==> config.mk <==
export PLATFORM = sky130hd
export DESIGN_NAME = json_string_unescape_utf8
export DESIGN_NICKNAME = d
export VERILOG_FILES = /design/src/rtl/jsu_pkg.sv /design/src/rtl/json_string_unescape_utf8.sv /design/src/rtl/jsu_front.sv /design/src/rtl/jsu_queue.sv /design/src/rtl/jsu_back.sv
export SDC_FILE = /design/constraint.sdc
export NUM_CORES = 1
export LEC_CHECK = 0
export BUFFER_PORTS_ARGS = -buffer_cell sky130_fd_sc_hd__buf_2
export CAP_MARGIN = 40
export CORE_MARGIN = 5
export CORE_UTILIZATION = 65
export CTS_CLUSTER_SIZE = 8
export DETAILED_ROUTE_END_ITERATION = 8
export GPL_TIMING_DRIVEN = 0
export HOLD_SLACK_MARGIN = 0.02
export PLACE_DENSITY = 0.88
export SLEW_MARGIN = 5
export SYNTH_ARGS = -nofsm -noshare
export SYNTH_HDL_FRONTEND = slang
export SYNTH_SLANG_ARGS = --single-unit
==> constraint.sdc <==
create_clock -name clock -period 11.5 [get_ports clock]
set_input_delay 0.575 -clock clock [delete_from_list [all_inputs] [get_ports clock]]
set_output_delay 0.575 -clock clock [all_outputs]
set_load 0.03 [all_outputs]
==> src/rtl/jsu_pkg.sv <==
// ----------------------------------------------------------------------------
// JSON string unescape package
// Result codes, the front-to-back request type and shared sizes.
// ----------------------------------------------------------------------------
package jsu_pkg;

   localparam int QUEUE_DEPTH = 2;

   typedef enum logic [3:0] {
      CODE_DATA     = 4'd0,
      CODE_CLOSED   = 4'd1,
      CODE_NOQUOTE  = 4'd2,
      CODE_CONTROL  = 4'd3,
      CODE_ESCCUT   = 4'd4,
      CODE_BADESC   = 4'd5,
      CODE_HEXSHORT = 4'd6,
      CODE_BADHEX   = 4'd7,
      CODE_NOLOW    = 4'd8,
      CODE_BADLOW   = 4'd9,
      CODE_LONELOW  = 4'd10,
      CODE_UNCLOSED = 4'd11
   } code_type;

   // One classified input byte: up to four data bytes, then an optional code.
   typedef struct packed {
      logic [2:0]      data_count;
      logic [3:0][7:0] data;
      logic            term_valid;
      code_type        term_code;
   } cmd_type;

endpackage

==> src/rtl/json_string_unescape_utf8.sv <==
// ----------------------------------------------------------------------------
// JSON string unescape to UTF-8
// Decodes a quoted JSON string byte stream into UTF-8 bytes and status codes.
//
//   channel   direction  handshake             payload
//   req       in         req_valid/req_ready   req_byte_in, req_end_of_text
//   rsp       out        rsp_valid/rsp_ready   rsp_byte_out, rsp_code,
//                                              rsp_last_of_run
//
// One request per cycle enters the front end while req_ready is high; each
// gives 0 to 5 results, one per cycle from the back end while rsp is ready.
// Sustained rate is one request per cycle while each gives at most one result
// and rsp is ready; the back end's single output register sets the rate
// otherwise. Reset is synchronous and clears the parser and the queue.
// A stalled rsp channel fills the queue, then drops req_ready.
// ----------------------------------------------------------------------------
module json_string_unescape_utf8 #(
   parameter int QueueDepth = jsu_pkg::QUEUE_DEPTH
) (
   input  logic       clock,
   input  logic       reset,
   input  logic       req_valid,
   output logic       req_ready,
   input  logic [7:0] req_byte_in,
   input  logic       req_end_of_text,
   output logic       rsp_valid,
   input  logic       rsp_ready,
   output logic [7:0] rsp_byte_out,
   output logic [3:0] rsp_code,
   output logic       rsp_last_of_run
);

   logic             push;
   logic             pop;
   logic             q_full;
   logic             q_empty;
   jsu_pkg::cmd_type push_cmd;
   jsu_pkg::cmd_type q_head;

   jsu_front u_front (
      .clock           (clock),
      .reset           (reset),
      .req_valid       (req_valid),
      .req_ready       (req_ready),
      .req_byte_in     (req_byte_in),
      .req_end_of_text (req_end_of_text),
      .q_full          (q_full),
      .push            (push),
      .push_cmd        (push_cmd)
   );

   jsu_queue #(
      .Depth (QueueDepth)
   ) u_queue (
      .clock    (clock),
      .reset    (reset),
      .push     (push),
      .push_cmd (push_cmd),
      .pop      (pop),
      .full     (q_full),
      .empty    (q_empty),
      .head     (q_head)
   );

   jsu_back u_back (
      .clock           (clock),
      .reset           (reset),
      .q_empty         (q_empty),
      .q_head          (q_head),
      .pop             (pop),
      .rsp_valid       (rsp_valid),
      .rsp_ready       (rsp_ready),
      .rsp_byte_out    (rsp_byte_out),
      .rsp_code        (rsp_code),
      .rsp_last_of_run (rsp_last_of_run)
   );

endmodule

==> src/rtl/jsu_front.sv <==
// ----------------------------------------------------------------------------
// JSON string unescape front end
// Parses input bytes, decodes escapes and builds at most one request per byte.
// ----------------------------------------------------------------------------
module jsu_front (
   input  logic             clock,
   input  logic             reset,
   input  logic             req_valid,
   output logic             req_ready,
   input  logic [7:0]       req_byte_in,
   input  logic             req_end_of_text,
   input  logic             q_full,
   output logic             push,
   output jsu_pkg::cmd_type push_cmd
);

   typedef enum logic [2:0] {
      PH_WAIT = 3'd0,
      PH_BODY = 3'd1,
      PH_ESC  = 3'd2,
      PH_HEX1 = 3'd3,
      PH_BSL  = 3'd4,
      PH_LETU = 3'd5,
      PH_HEX2 = 3'd6
   } phase_type;

   localparam logic [7:0] CH_QUOTE  = 8'h22;
   localparam logic [7:0] CH_BSLASH = 8'h5c;
   localparam logic [7:0] CH_U      = 8'h75;

   phase_type   phase_ff, phase_in;
   logic [2:0]  hex_count_ff, hex_count_in;
   logic [15:0] hex_accum_ff, hex_accum_in;
   logic [9:0]  high_half_ff, high_half_in;
   logic        bad_ff, bad_in;

   logic        accept;
   logic [7:0]  c;
   logic        last;
   logic [3:0]  digit;
   logic        digit_ok;
   logic [15:0] hex_new;
   logic [2:0]  count_new;
   logic        bad_new;
   logic [10:0] pair_hi;
   logic [20:0] enc_cp;
   logic [2:0]  enc_count;
   logic [3:0][7:0] enc_bytes;
   jsu_pkg::cmd_type cmd;

   assign c         = req_byte_in;
   assign last      = req_end_of_text;
   assign req_ready = !q_full;
   assign accept    = req_valid && !q_full;

   always_comb begin
      digit_ok = 1'b1;
      digit    = 4'd0;
      if (c inside {[8'h30:8'h39]}) begin
         digit = c[3:0];
      end else if (c inside {[8'h61:8'h66], [8'h41:8'h46]}) begin
         digit = c[3:0] + 4'd9;
      end else begin
         digit_ok = 1'b0;
      end
   end

   assign hex_new   = {hex_accum_ff[11:0], digit};
   assign count_new = hex_count_ff + 3'd1;
   assign bad_new   = bad_ff || !digit_ok;
   assign pair_hi   = {1'b0, high_half_ff} + 11'h040;
   assign enc_cp    = (phase_ff == PH_HEX2) ? {pair_hi, hex_new[9:0]} : {5'd0, hex_new};

   always_comb begin
      enc_bytes = '0;
      if (enc_cp <= 21'h7f) begin
         enc_count    = 3'd1;
         enc_bytes[0] = enc_cp[7:0];
      end else if (enc_cp <= 21'h7ff) begin
         enc_count    = 3'd2;
         enc_bytes[0] = {3'b110, enc_cp[10:6]};
         enc_bytes[1] = {2'b10, enc_cp[5:0]};
      end else if (enc_cp <= 21'hffff) begin
         enc_count    = 3'd3;
         enc_bytes[0] = {4'b1110, enc_cp[15:12]};
         enc_bytes[1] = {2'b10, enc_cp[11:6]};
         enc_bytes[2] = {2'b10, enc_cp[5:0]};
      end else begin
         enc_count    = 3'd4;
         enc_bytes[0] = {5'b11110, enc_cp[20:18]};
         enc_bytes[1] = {2'b10, enc_cp[17:12]};
         enc_bytes[2] = {2'b10, enc_cp[11:6]};
         enc_bytes[3] = {2'b10, enc_cp[5:0]};
      end
   end

   always_comb begin
      phase_in     = phase_ff;
      hex_count_in = hex_count_ff;
      hex_accum_in = hex_accum_ff;
      high_half_in = high_half_ff;
      bad_in       = bad_ff;
      cmd          = '0;
      cmd.term_code = jsu_pkg::CODE_DATA;
      case (phase_ff)
         PH_WAIT: begin
            if (c == CH_QUOTE) begin
               phase_in = PH_BODY;
            end else begin
               cmd.term_valid = 1'b1;
               cmd.term_code  = jsu_pkg::CODE_NOQUOTE;
            end
         end
         PH_BODY: begin
            if (c == CH_QUOTE) begin
               cmd.term_valid = 1'b1;
               cmd.term_code  = jsu_pkg::CODE_CLOSED;
               phase_in       = PH_WAIT;
            end else if (c < 8'h20) begin
               cmd.term_valid = 1'b1;
               cmd.term_code  = jsu_pkg::CODE_CONTROL;
               phase_in       = PH_WAIT;
            end else if (c == CH_BSLASH) begin
               if (last) begin
                  cmd.term_valid = 1'b1;
                  cmd.term_code  = jsu_pkg::CODE_ESCCUT;
                  phase_in       = PH_WAIT;
               end else begin
                  phase_in = PH_ESC;
               end
            end else begin
               cmd.data_count = 3'd1;
               cmd.data[0]    = c;
            end
         end
         PH_ESC: begin
            phase_in       = PH_BODY;
            cmd.data_count = 3'd1;
            case (c)
               8'h22, 8'h5c, 8'h2f: cmd.data[0] = c;
               8'h62: cmd.data[0] = 8'h08;
               8'h66: cmd.data[0] = 8'h0c;
               8'h6e: cmd.data[0] = 8'h0a;
               8'h72: cmd.data[0] = 8'h0d;
               8'h74: cmd.data[0] = 8'h09;
               CH_U: begin
                  cmd.data_count = 3'd0;
                  if (last) begin
                     cmd.term_valid = 1'b1;
                     cmd.term_code  = jsu_pkg::CODE_HEXSHORT;
                     phase_in       = PH_WAIT;
                  end else begin
                     phase_in     = PH_HEX1;
                     hex_count_in = 3'd0;
                     hex_accum_in = 16'd0;
                     bad_in       = 1'b0;
                  end
               end
               default: begin
                  cmd.data_count = 3'd0;
                  cmd.term_valid = 1'b1;
                  cmd.term_code  = jsu_pkg::CODE_BADESC;
                  phase_in       = PH_WAIT;
               end
            endcase
         end
         PH_HEX1, PH_HEX2: begin
            hex_accum_in = hex_new;
            hex_count_in = count_new;
            bad_in       = bad_new;
            if (count_new < 3'd4) begin
               if (last) begin
                  cmd.term_valid = 1'b1;
                  cmd.term_code  = jsu_pkg::CODE_HEXSHORT;
                  phase_in       = PH_WAIT;
               end
            end else if (bad_new) begin
               cmd.term_valid = 1'b1;
               cmd.term_code  = jsu_pkg::CODE_BADHEX;
               phase_in       = PH_WAIT;
            end else if (phase_ff == PH_HEX1) begin
               if (hex_new[15:10] == 6'b110110) begin
                  high_half_in = hex_new[9:0];
                  if (last) begin
                     cmd.term_valid = 1'b1;
                     cmd.term_code  = jsu_pkg::CODE_NOLOW;
                     phase_in       = PH_WAIT;
                  end else begin
                     phase_in = PH_BSL;
                  end
               end else if (hex_new[15:10] == 6'b110111) begin
                  cmd.term_valid = 1'b1;
                  cmd.term_code  = jsu_pkg::CODE_LONELOW;
                  phase_in       = PH_WAIT;
               end else begin
                  cmd.data_count = enc_count;
                  cmd.data       = enc_bytes;
                  phase_in       = PH_BODY;
               end
            end else begin
               if (hex_new[15:10] != 6'b110111) begin
                  cmd.term_valid = 1'b1;
                  cmd.term_code  = jsu_pkg::CODE_BADLOW;
                  phase_in       = PH_WAIT;
               end else begin
                  cmd.data_count = enc_count;
                  cmd.data       = enc_bytes;
                  phase_in       = PH_BODY;
               end
            end
         end
         PH_BSL: begin
            if (c != CH_BSLASH || last) begin
               cmd.term_valid = 1'b1;
               cmd.term_code  = jsu_pkg::CODE_NOLOW;
               phase_in       = PH_WAIT;
            end else begin
               phase_in = PH_LETU;
            end
         end
         PH_LETU: begin
            if (c != CH_U) begin
               cmd.term_valid = 1'b1;
               cmd.term_code  = jsu_pkg::CODE_NOLOW;
               phase_in       = PH_WAIT;
            end else if (last) begin
               cmd.term_valid = 1'b1;
               cmd.term_code  = jsu_pkg::CODE_HEXSHORT;
               phase_in       = PH_WAIT;
            end else begin
               phase_in     = PH_HEX2;
               hex_count_in = 3'd0;
               hex_accum_in = 16'd0;
               bad_in       = 1'b0;
            end
         end
         default: begin
            cmd.term_valid = 1'b1;
            cmd.term_code  = jsu_pkg::CODE_NOQUOTE;
            phase_in       = PH_WAIT;
         end
      endcase
      // end of text inside a string
      if (last && phase_in != PH_WAIT) begin
         cmd.term_valid = 1'b1;
         cmd.term_code  = jsu_pkg::CODE_UNCLOSED;
         phase_in       = PH_WAIT;
      end
   end

   assign push     = accept && (cmd.data_count != 3'd0 || cmd.term_valid);
   assign push_cmd = cmd;

   always_ff @(posedge clock) begin
      if (reset) begin
         phase_ff     <= PH_WAIT;
         hex_count_ff <= 3'd0;
         hex_accum_ff <= 16'd0;
         high_half_ff <= 10'd0;
         bad_ff       <= 1'b0;
      end else if (accept) begin
         phase_ff     <= phase_in;
         hex_count_ff <= hex_count_in;
         hex_accum_ff <= hex_accum_in;
         high_half_ff <= high_half_in;
         bad_ff       <= bad_in;
      end
   end

endmodule

==> src/rtl/jsu_queue.sv <==
// ----------------------------------------------------------------------------
// JSON string unescape request queue
// Small FIFO of decoded requests between the front end and the back end.
// ----------------------------------------------------------------------------
module jsu_queue #(
   parameter int Depth = jsu_pkg::QUEUE_DEPTH
) (
   input  logic             clock,
   input  logic             reset,
   input  logic             push,
   input  jsu_pkg::cmd_type push_cmd,
   input  logic             pop,
   output logic             full,
   output logic             empty,
   output jsu_pkg::cmd_type head
);

   localparam int PtrW = (Depth > 1) ? $clog2(Depth) : 1;
   localparam int CntW = $clog2(Depth + 1);
   localparam logic [PtrW-1:0] LastPtr = PtrW'(Depth - 1);
   localparam logic [CntW-1:0] FullCnt = CntW'(Depth);

   jsu_pkg::cmd_type mem [Depth];
   logic [PtrW-1:0]  wr_ptr_ff, wr_ptr_in;
   logic [PtrW-1:0]  rd_ptr_ff, rd_ptr_in;
   logic [CntW-1:0]  count_ff, count_in;

   assign full  = (count_ff == FullCnt);
   assign empty = (count_ff == '0);
   assign head  = mem[rd_ptr_ff];

   always_comb begin
      wr_ptr_in = wr_ptr_ff;
      rd_ptr_in = rd_ptr_ff;
      count_in  = count_ff;
      if (push) begin
         wr_ptr_in = (wr_ptr_ff == LastPtr) ? '0 : wr_ptr_ff + PtrW'(1);
      end
      if (pop) begin
         rd_ptr_in = (rd_ptr_ff == LastPtr) ? '0 : rd_ptr_ff + PtrW'(1);
      end
      if (push && !pop) begin
         count_in = count_ff + CntW'(1);
      end else if (pop && !push) begin
         count_in = count_ff - CntW'(1);
      end
   end

   always_ff @(posedge clock) begin
      if (push) begin
         mem[wr_ptr_ff] <= push_cmd;
      end
   end

   always_ff @(posedge clock) begin
      if (reset) begin
         wr_ptr_ff <= '0;
         rd_ptr_ff <= '0;
         count_ff  <= '0;
      end else begin
         wr_ptr_ff <= wr_ptr_in;
         rd_ptr_ff <= rd_ptr_in;
         count_ff  <= count_in;
      end
   end

endmodule

==> src/rtl/jsu_back.sv <==
// ----------------------------------------------------------------------------
// JSON string unescape back end
// Expands each request into result items and drives the output register.
// ----------------------------------------------------------------------------
module jsu_back (
   input  logic             clock,
   input  logic             reset,
   input  logic             q_empty,
   input  jsu_pkg::cmd_type q_head,
   output logic             pop,
   output logic             rsp_valid,
   input  logic             rsp_ready,
   output logic [7:0]       rsp_byte_out,
   output logic [3:0]       rsp_code,
   output logic             rsp_last_of_run
);

   logic [2:0] idx_ff, idx_in;
   logic       rsp_valid_ff, rsp_valid_in;
   logic [7:0] byte_ff, byte_in;
   logic [3:0] code_ff, code_in;
   logic       last_ff, last_in;

   logic [2:0] total;
   logic       load;
   logic       is_last;

   assign total   = q_head.data_count + {2'b00, q_head.term_valid};
   assign load    = !q_empty && (!rsp_valid_ff || rsp_ready);
   assign is_last = (idx_ff == total - 3'd1);
   assign pop     = load && is_last;

   always_comb begin
      idx_in       = idx_ff;
      byte_in      = byte_ff;
      code_in      = code_ff;
      last_in      = last_ff;
      rsp_valid_in = rsp_valid_ff && !rsp_ready;
      if (load) begin
         rsp_valid_in = 1'b1;
         last_in      = is_last;
         idx_in       = is_last ? 3'd0 : idx_ff + 3'd1;
         if (idx_ff < q_head.data_count) begin
            byte_in = q_head.data[idx_ff[1:0]];
            code_in = jsu_pkg::CODE_DATA;
         end else begin
            byte_in = 8'd0;
            code_in = q_head.term_code;
         end
      end
   end

   always_ff @(posedge clock) begin
      if (reset) begin
         idx_ff       <= 3'd0;
         rsp_valid_ff <= 1'b0;
      end else begin
         idx_ff       <= idx_in;
         rsp_valid_ff <= rsp_valid_in;
      end
   end

   always_ff @(posedge clock) begin
      byte_ff <= byte_in;
      code_ff <= code_in;
      last_ff <= last_in;
   end

   assign rsp_valid       = rsp_valid_ff;
   assign rsp_byte_out    = byte_ff;
   assign rsp_code        = code_ff;
   assign rsp_last_of_run = last_ff;

endmodule

==> results of run 1 <==
cells by family after synthesis:
family / share of synthesized area [%]
compound gates: 12.36
fa+ha+maj: 2.306
simple gates: 16.99
flops: 51.82
buf+inv: 2.864
mux: 11.80
xor+xnor: 1.864
layer usage:
layer	vias to the layer above	track usage, %	share of wire, %
met5	-	0	0
met4	0	11.58	3.7
met3	70	7.979	8.8
met2	329	47.92	50
met1	2376	33.05	37
li1	2204	-	-
cells in the final DEF, fill, tap and decap left out, types with 6 or more instances in the layout:
cell and instances:
mux4_2 14, nand2b_1 10, nor2b_1 7, dfxtp_1 38, a21oi_1 32, mux2i_1 36
buf_2 31, and2_1 12, nand2_1 43, clkbuf_1 19, edfxtp_1 87, nor2_1 60
ha_1 12, nand3_1 23, mux2_2 6, a22o_1 6, inv_1 8, clkbuf_16 16
o21ai_0 22, nor3_1 6, xnor2_1 7
path summary, 6_finish.rpt:
path                        endpoint  slack [ns]               startpoint  depth (start not counted)
min reg2reg  u_front.hex_accum_ff[8]        0.49  u_front.hex_accum_ff[8]                          2
max              u_queue.count_ff[1]        7.74                flip-flop                         13
min                 u_back.rsp_valid        0.39                rsp_ready                          3
max reg2reg      u_queue.count_ff[1]        7.74                flip-flop                         13
power by group:
group	leakage, nW	internal (mW)	switching (mW)
clock network	0.290	0.369	0.179
registers	1.14	0.576	0.0235
logic	1.36	0.120	0.202
total	2.78	1.06	0.404
layout make-up:
class / count / area [sq um]
Timing Repair Buffer: 25 / 146.4
Clock buffer: 21 / 429.2
Tap cell: 133 / 166.4
Inverter: 9 / 33.78
Clock inverter: 10 / 170.2
Fill cell: 607 / 2344
Multi-Input combinational cell: 401 / 2959
Sequential cell: 125 / 3373
Buffer: 30 / 152.6
registers in the layout, indices dropped and copies added (netlist names), named ones only:
name	cells
u_back.idx_ff	3
u_back.rsp_byte_out	8
u_back.rsp_code	4
u_back.rsp_last_of_run	1
u_back.rsp_valid	1
u_front.bad_ff	1
u_front.hex_accum_ff	12
u_front.hex_count_ff	3
u_front.high_half_ff	10
u_front.phase_ff	3
u_queue.count_ff	2
u_queue.mem	74
u_queue.rd_ptr_ff	1
u_queue.wr_ptr_ff	1
worst max-delay path, stage by stage, from the launching register on:
cell      delay (ns)
dfxtp_1         0.31
clkbuf_1        0.28
buf_1           0.65
mux2i_1         0.28
ha_1            0.18
ha_1            0.18
xor2_1          0.21
xnor2_1         0.13
nor3_1          0.30
and2_1          0.27
inv_1           0.06
ha_1            0.34
or3_1           0.37
a21oi_1         0.13
synth_stat cells, drive strengths merged, types with 3 or more instances:
library cell	n	area, sq um
mux2	7	78.82
ha	12	150.1
buf	15	96.34
nand4	5	43.79
a21boi	3	22.52
and3	3	18.77
inv	9	33.78
o31ai	4	30.03
nand4b	3	41.29
or3	4	25.02
edfxtp	87	2613
xor2	6	60.06
a22o	6	52.55
and3b	3	26.28
nor4	3	33.78
o21ai	24	123.9
nand3	23	115.1
o21bai	3	22.52
mux2i	37	374.1
xnor2	7	61.31
nand2b	11	76.32
mux4	14	315.3
nor2	61	236.5
or2	6	37.54
dfxtp	38	760.7
nand2	43	161.4
a211oi	5	37.54
a2bb2oi	3	32.53
nor3	6	30.03
and2	14	90.09
clkbuf	15	56.30
o211ai	4	30.03
a22oi	3	36.28
a21o	4	30.03
a21oi	33	168.9
nor2b	8	50.05
through the flow:
stage                     util (%)  instances
after detailed placement     69.89        723
final                        76.02        754
after floorplan                  -        565
after CTS                    76.02        754
after global placement       69.48        721
after global routing         76.02        754
==> results.json, run 1 <==
{
  "synth_edf_count": 87,
  "period_needed_ns": 3.765,
  "startpoint_type": "flip-flop",
  "rsz0062_at_grt": "no",
  "nets": 634,
  "io_pins": 28,
  "setup_viol_count_final": 0,
  "place_hpwl_um": 11020,
  "required_ns": 11.95,
  "synthFlopType": "edfxtp_1",
  "vias_per_cell": 6.603,
  "die_w_um": 110.1,
  "rows": 36,
  "mappedNetlistArea_sq_um": 6510,
  "clock_path_buffers": 2,
  "crit_arrival_ns": 4.21,
  "post-place-ws_ns": 7.582,
  "whs_ns": 0.3925,
  "grt_overflow": 0,
  "cts_buffers": 17,
  "avgSynthCellArea_sq_um": 11.52,
  "irDropWorstVdd_v": 0.0001329,
  "first_iter_violations": 486,
  "cts.sinks": 125,
  "crit_path_end_kind": "flip-flop",
  "grt_pass1_wl_um": 25250,
  "design_area_sq_um": 7431,
  "postCtsResizedCells": 0,
  "grt_pass1_vias": 4984,
  "syn_nets": 590,
  "max-cap-violations": 0,
  "hold_viol": 0,
  "grt_start_max_net_pins": 38,
  "placed_cell_area_sq_um": 6832,
  "clock_skew_ns": 0.009190,
  "fp.coreArea_sq_um": 9774,
  "htreeDepth": 4,
  "crit_path_max_fanout": 10,
  "power.total_mw": 1.469,
  "max_freq_ghz": 0.2656,
  "ys.warnings.count": 0,
  "ant_nets": 0,
  "slew_viol_final": 0,
  "cts_root_buf": "clkbuf_8",
  "leakage_nw": 2.784,
  "antenna_found_initial": 0,
  "fin_ws_ns": 7.735,
  "powerDensity_nw_per_um2": 197.7,
  "ys_seq_elements": 125,
  "initial_core_util_pct": 66.60,
  "insertion_delay_ns": 0.52,
  "worst_pin_slew_ns": 0.9196,
  "ys_types": 84,
  "synth_cells": 565,
  "status": "finished clean",
  "vias": 4979,
  "synthArstFlopShare_pct": 0,
  "firstDrtPassIters": 6,
  "die_area_sq_um": 12120,
  "cts_setup_buffers": 0,
  "clkTransAtPathRegs_ns": 0.06,
  "hold_buffers": 0,
  "fin_crit_sh_pct": 32.74,
  "gp_congestion": 0.9344,
  "critPathKind": "flip-flop to flip-flop",
  "drive_gt1_share_pct": 17.39,
  "routed_wl_um": 15960,
  "area_growth_pct": 14.15,
  "die_h_um": 110.1,
  "final.setup.tns_ns": 0,
  "gr-usage-all-layers_pct": 27.98,
  "place.port_buffers": 23,
  "avgRoutedWirePerCell_um": 21.16,
  "drc": 0,
  "relSlewSlack_pct": 38.69,
  "diodes": 0,
  "tritoncts": "yes",
  "seq_area_frac_synth_pct": 51.82,
  "hp-class": "input port to flip-flop"
}
No activity file was read; power rests on OpenSTA's default activity.
==> run 2: changes to the inputs <==
--- a/config.mk
+++ b/config.mk
@@ -8,12 +8,12 @@
 export BUFFER_PORTS_ARGS = -buffer_cell sky130_fd_sc_hd__buf_2
 export CAP_MARGIN = 40
 export CORE_MARGIN = 5
-export CORE_UTILIZATION = 65
+export CORE_UTILIZATION = 62
 export CTS_CLUSTER_SIZE = 8
 export DETAILED_ROUTE_END_ITERATION = 8
 export GPL_TIMING_DRIVEN = 0
 export HOLD_SLACK_MARGIN = 0.02
-export PLACE_DENSITY = 0.88
+export PLACE_DENSITY = 0.85
 export SLEW_MARGIN = 5
 export SYNTH_ARGS = -nofsm -noshare
 export SYNTH_HDL_FRONTEND = slang
==> constraint.sdc (replaced) <==
create_clock -name clock -period 3.55 [get_ports clock]
set_input_delay 0.1775 -clock clock [delete_from_list [all_inputs] [get_ports clock]]
set_output_delay 0.1775 -clock clock [all_outputs]
set_load 0.03 [all_outputs]
==> run 2 against run 1 <==
Net effect:
- clock skew decreased by 0.0021 ns
- critical endpoint unchanged
- non-clock buffer count grew 1
- critical path depth is 1 lower
- die area grew 4.4%
- power increased to 3.2 times the previous value
- worst setup slack worse by 7.6 ns
- combinational power rose to 3.3 times the previous value
- final area is the same
- cell count is 0.66% higher
- clock-buffer cell count shrank 3
- first-iteration DRC count is 19% lower
- core utilization decreased by 3.7 points
==> results.json, run 2 (synthesized netlist as in run 1, its figures left out) <==
{
  "clock_path_buffers": 2,
  "gp_congestion": 0.9653,
  "initial_core_util_pct": 63.34,
  "largest_reg_flops": 74,
  "crit_path_end_kind": "flip-flop",
  "firstDrtPassIters": 5,
  "max-cap-violations": 0,
  "diodes": 0,
  "largest-register": "u_queue.mem",
  "antenna_found_initial": 0,
  "rows": 37,
  "die_w_um": 112.5,
  "cts_buffers": 17,
  "insertion_delay_ns": 0.52,
  "top_regs": "u_queue.mem (74), u_front.hex_accum_ff (12), u_front.high_half_ff (10)",
  "period_needed_ns": 3.370,
  "htreeDepth": 4,
  "clkTransAtPathRegs_ns": 0.06,
  "rr_worst_depth": 12,
  "ant_nets": 0,
  "first_iter_violations": 394,
  "fp.coreArea_sq_um": 10280,
  "whs_ns": 0.1221,
  "r2r-end": "u_queue.count_ff[1]",
  "drive_gt1_share_pct": 18.46,
  "min_delay_path_depth": 2,
  "routed_wl_um": 15850,
  "cts_setup_buffers": 0,
  "avgRoutedWirePerCell_um": 20.88,
  "worst_pin_slew_ns": 0.7499,
  "grt_start_max_net_pins": 38,
  "io_pins": 28,
  "cts_root_buf": "clkbuf_8",
  "critPathKind": "flip-flop to flip-flop",
  "holdCritStartpoint": "reset",
  "final_cell_mix": "edfxtp_1, nor2_1, nand2_1",
  "grt_pass1_vias": 4917,
  "crit_arrival_ns": 3.82,
  "clock_skew_ns": 0.007050,
  "hp-class": "input port to flip-flop",
  "vias_per_cell": 6.395,
  "tritoncts": "yes",
  "final_common_cell": "edfxtp_1",
  "leakage_nw": 2.786,
  "r2r_slack_ns": 0.18,
  "powerDensity_nw_per_um2": 628.7,
  "crit_path_max_fanout": 10,
  "slew_viol_final": 0,
  "fin_crit_sh_pct": 94.92,
  "max_freq_ghz": 0.2968,
  "grt_overflow": 0,
  "fin_ws_ns": 0.1803,
  "holdPathEnd": "u_front.phase_ff[2]",
  "irDropWorstVdd_v": 0.0003652,
  "cts.sinks": 125,
  "gr-usage-all-layers_pct": 26.15,
  "relSlewSlack_pct": 48.71,
  "grt_pass1_wl_um": 25890,
  "vias": 4854,
  "setup_viol_count_final": 0,
  "nets": 635,
  "place_hpwl_um": 10920,
  "die_area_sq_um": 12650,
  "post-place-ws_ns": -0.03189,
  "place.port_buffers": 23,
  "die_h_um": 112.5,
  "rsz0062_at_grt": "no",
  "drc": 0,
  "hold_viol": 0,
  "startpoint_type": "flip-flop",
  "required_ns": 4.00,
  "status": "finished clean",
  "area_growth_pct": 14.15
}
run 2: cell count changes in the layout (fill, tap and decap cells not counted), moves of 2 or more:
cell	previous run	this run
bufinv_16	5	3
clkbuf_1	19	16
clkinv_1	4	2
clkinv_2	1	6
clkinvlp_4	0	2
run 2: how the worst max path moves through the flow:
| stage | startpoint | endpoint | slack (ns) | depth (start not counted) |
|---|---|---|---|---|
| floorplan | req_byte_in[0] | u_queue.mem[0][0] | 0.25 | 9 |
| global placement | req_byte_in[0] | u_queue.mem[0][15] | -0.60 | 10 |
| detailed placement | flip-flop | u_queue.count_ff[1] | -0.03 | 12 |
| CTS | flip-flop | u_queue.count_ff[1] | 0.13 | 13 |
| global route | flip-flop | u_queue.count_ff[1] | 0.02 | 12 |
| finish | flip-flop | u_queue.count_ff[1] | 0.18 | 12 |
run 2: area by class of cell:
type                            instances  area (sq um)
Buffer                                 30         156.4
Timing Repair Buffer                   26         167.7
Tap cell                              136         170.2
Clock inverter                         14         151.4
Inverter                                9         33.78
Clock buffer                           18         417.9
Fill cell                             690          2846
Sequential cell                       125          3373
Multi-Input combinational cell        401          2960
run 2: stage by stage:
step | cells | instance area (sq um) | TNS, ns | power [mW] | utilization, %
after CTS | 759 | 7427 | 0 | 4.686 | 72.27
after global routing | 759 | 7431 | 0 | 4.861 | 72.30
after floorplan | 565 | 6513 | 0 | 2.712 | -
final | 759 | 7431 | 0 | 4.672 | 72.30
after detailed placement | 726 | 6847 | -0.03189 | 3.011 | 66.62
after global placement | 724 | 6798 | -37.99 | 2.928 | 66.14
run 2: repair_timing:
action                                 in CTS  in global routing
endpoints found under the hold margin       1                  0
hold buffers                                1                  0
gates resized for setup                     1                  2
setup endpoints to repair                   1                 35
run 2: power breakdown:
part	internal (mW)	switching, mW
clock	1.05	0.602
sequential	1.87	0.0849
combinational	0.399	0.665
total	3.32	1.35
run 2: worst max-delay path: stages, from the launching register on:
cell,delay (ns)
dfxtp_1,0.32
clkbuf_1,0.32
clkbuf_4,0.36
mux2i_1,0.34
ha_1,0.22
xor2_1,0.21
xnor2_1,0.09
nor3_1,0.24
and2_1,0.28
inv_1,0.07
ha_1,0.33
or3_1,0.36
a21oi_1,0.14
run 2: per-layer routing:
layer / vias up / wire (um) / GRT usage [%] / share of wire (%)
li1: 2206 / - / - / -
met1: 2366 / 6088 / 31.74 / 38
met2: 242 / 8199 / 45.41 / 52
met3: 40 / 1150 / 6.307 / 7.3
met4: 0 / 406 / 9.535 / 2.6
met5: - / 0 / 0 / 0
==> run 3: changes to the inputs <==
==> constraint.sdc (replaced) <==
create_clock -name clock -period 3.8 [get_ports clock]
set_input_delay 0.19 -clock clock [delete_from_list [all_inputs] [get_ports clock]]
set_output_delay 0.19 -clock clock [all_outputs]
set_load 0.03 [all_outputs]
==> run 3 against run 2 <==
Net effect:
- critical path depth is the same
- sequential power fell by 7%
- combinational power down 7%
- final area barely moved
- first-iteration DRC count grew 1.8%
- die area did not move
- critical path type unchanged
==> results.json, run 3 (synthesized netlist as in run 1, its figures left out) <==
{
  "status": "finished clean",
  "relSlewSlack_pct": 40.99,
  "vias": 4889,
  "place.port_buffers": 23,
  "first_iter_violations": 401,
  "fin_ws_ns": 0.3862,
  "hp-class": "input port to flip-flop",
  "firstDrtPassIters": 5,
  "startpoint_type": "flip-flop",
  "max-cap-violations": 0,
  "wl_met3_um": 1038,
  "leakage_nw": 2.785,
  "holdPathEnd": "u_front.phase_ff[2]",
  "holdCritStartpoint": "reset",
  "die_h_um": 112.5,
  "final_common_cell": "edfxtp_1",
  "power.total_mw": 4.362,
  "nFillCells": 689,
  "r2r_slack_ns": 0.39,
  "clkTransAtPathRegs_ns": 0.06,
  "diodes": 0,
  "area_growth_pct": 14.09,
  "clock_skew_ns": 0.008560,
  "drc": 0,
  "top_regs": "u_queue.mem (74), u_front.hex_accum_ff (12), u_front.high_half_ff (10)",
  "rsz0062_at_grt": "no",
  "setup_viol_count_final": 0,
  "place_hpwl_um": 10920,
  "rows": 37,
  "insertion_delay_ns": 0.52,
  "antenna_found_initial": 0,
  "period_needed_ns": 3.414,
  "fp.coreArea_sq_um": 10280,
  "cts_root_buf": "clkbuf_8",
  "drive_gt1_share_pct": 18.46,
  "required_ns": 4.25,
  "io_pins": 28,
  "grt_overflow": 0,
  "clock_path_buffers": 2,
  "post-place-ws_ns": 0.2181,
  "worst_pin_slew_ns": 0.8851,
  "rr_worst_depth": 12,
  "final_cell_mix": "edfxtp_1, nor2_1, nand2_1",
  "grt_start_max_net_pins": 38,
  "r2r-end": "u_queue.count_ff[1]",
  "gr-usage-all-layers_pct": 26.15,
  "gp_congestion": 0.9653,
  "crit_arrival_ns": 3.86,
  "largest_reg_flops": 74,
  "powerDensity_nw_per_um2": 587.3,
  "vias_per_cell": 6.441,
  "htreeDepth": 4,
  "top_layer_used": "met4",
  "avgRoutedWirePerCell_um": 20.79,
  "die_w_um": 112.5,
  "hold_viol": 0,
  "critPathKind": "flip-flop to flip-flop",
  "cts_setup_buffers": 0,
  "cts_buffers": 17,
  "crit_path_end_kind": "flip-flop",
  "nets": 635,
  "crit_path_max_fanout": 10,
  "min_delay_path_depth": 2,
  "ant_nets": 0,
  "slew_viol_final": 0,
  "grt_pass1_wl_um": 25890,
  "grt_pass1_vias": 4917,
  "initial_core_util_pct": 63.34,
  "irDropWorstVdd_v": 0.0003409,
  "die_area_sq_um": 12650,
  "cts.sinks": 125,
  "largest-register": "u_queue.mem",
  "max_freq_ghz": 0.2929,
  "fin_crit_sh_pct": 89.84,
  "tritoncts": "yes",
  "wl_met2_um": 8160,
  "wl_met1_um": 6170,
  "routed_wl_um": 15780
}
run 3: cell types whose count changed in the layout (fill, tap and decap cells not counted):
cell	delta
clkbuf_4	-1
clkbuf_2	+1
and2_2	+1
and2_4	-1
run 3: metrics by stage:
stage                     instances  setup TNS, ns  hold WS [ns]  utilization (%)  cell area (sq um)
final                           759              0        0.1388            72.27               7427
after global routing            759              0        0.1438            72.27               7427
after CTS                       759              0        0.1216            72.25               7426
after detailed placement        726              0        0.4702            66.62               6847
after global placement          724         -20.42        0.4604            66.14               6798
after floorplan                 565              0        0.3936                -               6513
run 3: routing by layer:
metal / vias to the layer above / GRT usage (%)
li1: 2213 / -
met1: 2410 / 31.74
met2: 225 / 45.41
met3: 41 / 6.307
met4: 0 / 9.535
met5: - / 0
run 3: where the power goes:
group	internal (mW)	switching (mW)
Combinational	0.370	0.620
Sequential	1.74	0.0798
Clock	0.985	0.563
run 3: worst max path at each step:
stage / startpoint / end / cells past startpoint
floorplan: req_byte_in[0] / u_queue.mem[0][0] / 9
global placement: req_byte_in[0] / u_queue.mem[0][15] / 10
detailed placement: flip-flop / u_queue.count_ff[1] / 12
CTS: flip-flop / u_queue.count_ff[1] / 12
global route: flip-flop / u_queue.count_ff[1] / 12
finish: flip-flop / u_queue.count_ff[1] / 12
run 3: timing repair:
action                                 in CTS  in global routing
endpoints found under the hold margin       1                  0
hold buffers                                1                  0
setup endpoints to repair                   0                  1
gates resized for setup                     0                  1
run 3: worst max-delay path, cell delays in order (launching register included):
cell      delay, ns
dfxtp_1        0.32
clkbuf_1       0.30
clkbuf_2       0.41
mux2i_1        0.36
ha_1           0.22
xor2_1         0.21
xnor2_1        0.09
nor3_1         0.24
and2_1         0.28
inv_1          0.07
ha_1           0.33
or3_1          0.36
a21oi_1        0.14
run 3: final cells by class:
| cell class | count | area [sq um] | share of cell area (%) |
|---|---|---|---|
| Timing Repair Buffer | 26 | 167.7 | 2.257 |
| Multi-Input combinational cell | 401 | 2959 | 39.84 |
| Clock buffer | 18 | 417.9 | 5.627 |
| Tap cell | 136 | 170.2 | 2.291 |
| Sequential cell | 125 | 3373 | 45.42 |
| Inverter | 9 | 33.78 | 0.4549 |
| Clock inverter | 14 | 151.4 | 2.038 |
| Buffer | 30 | 153.9 | 2.072 |
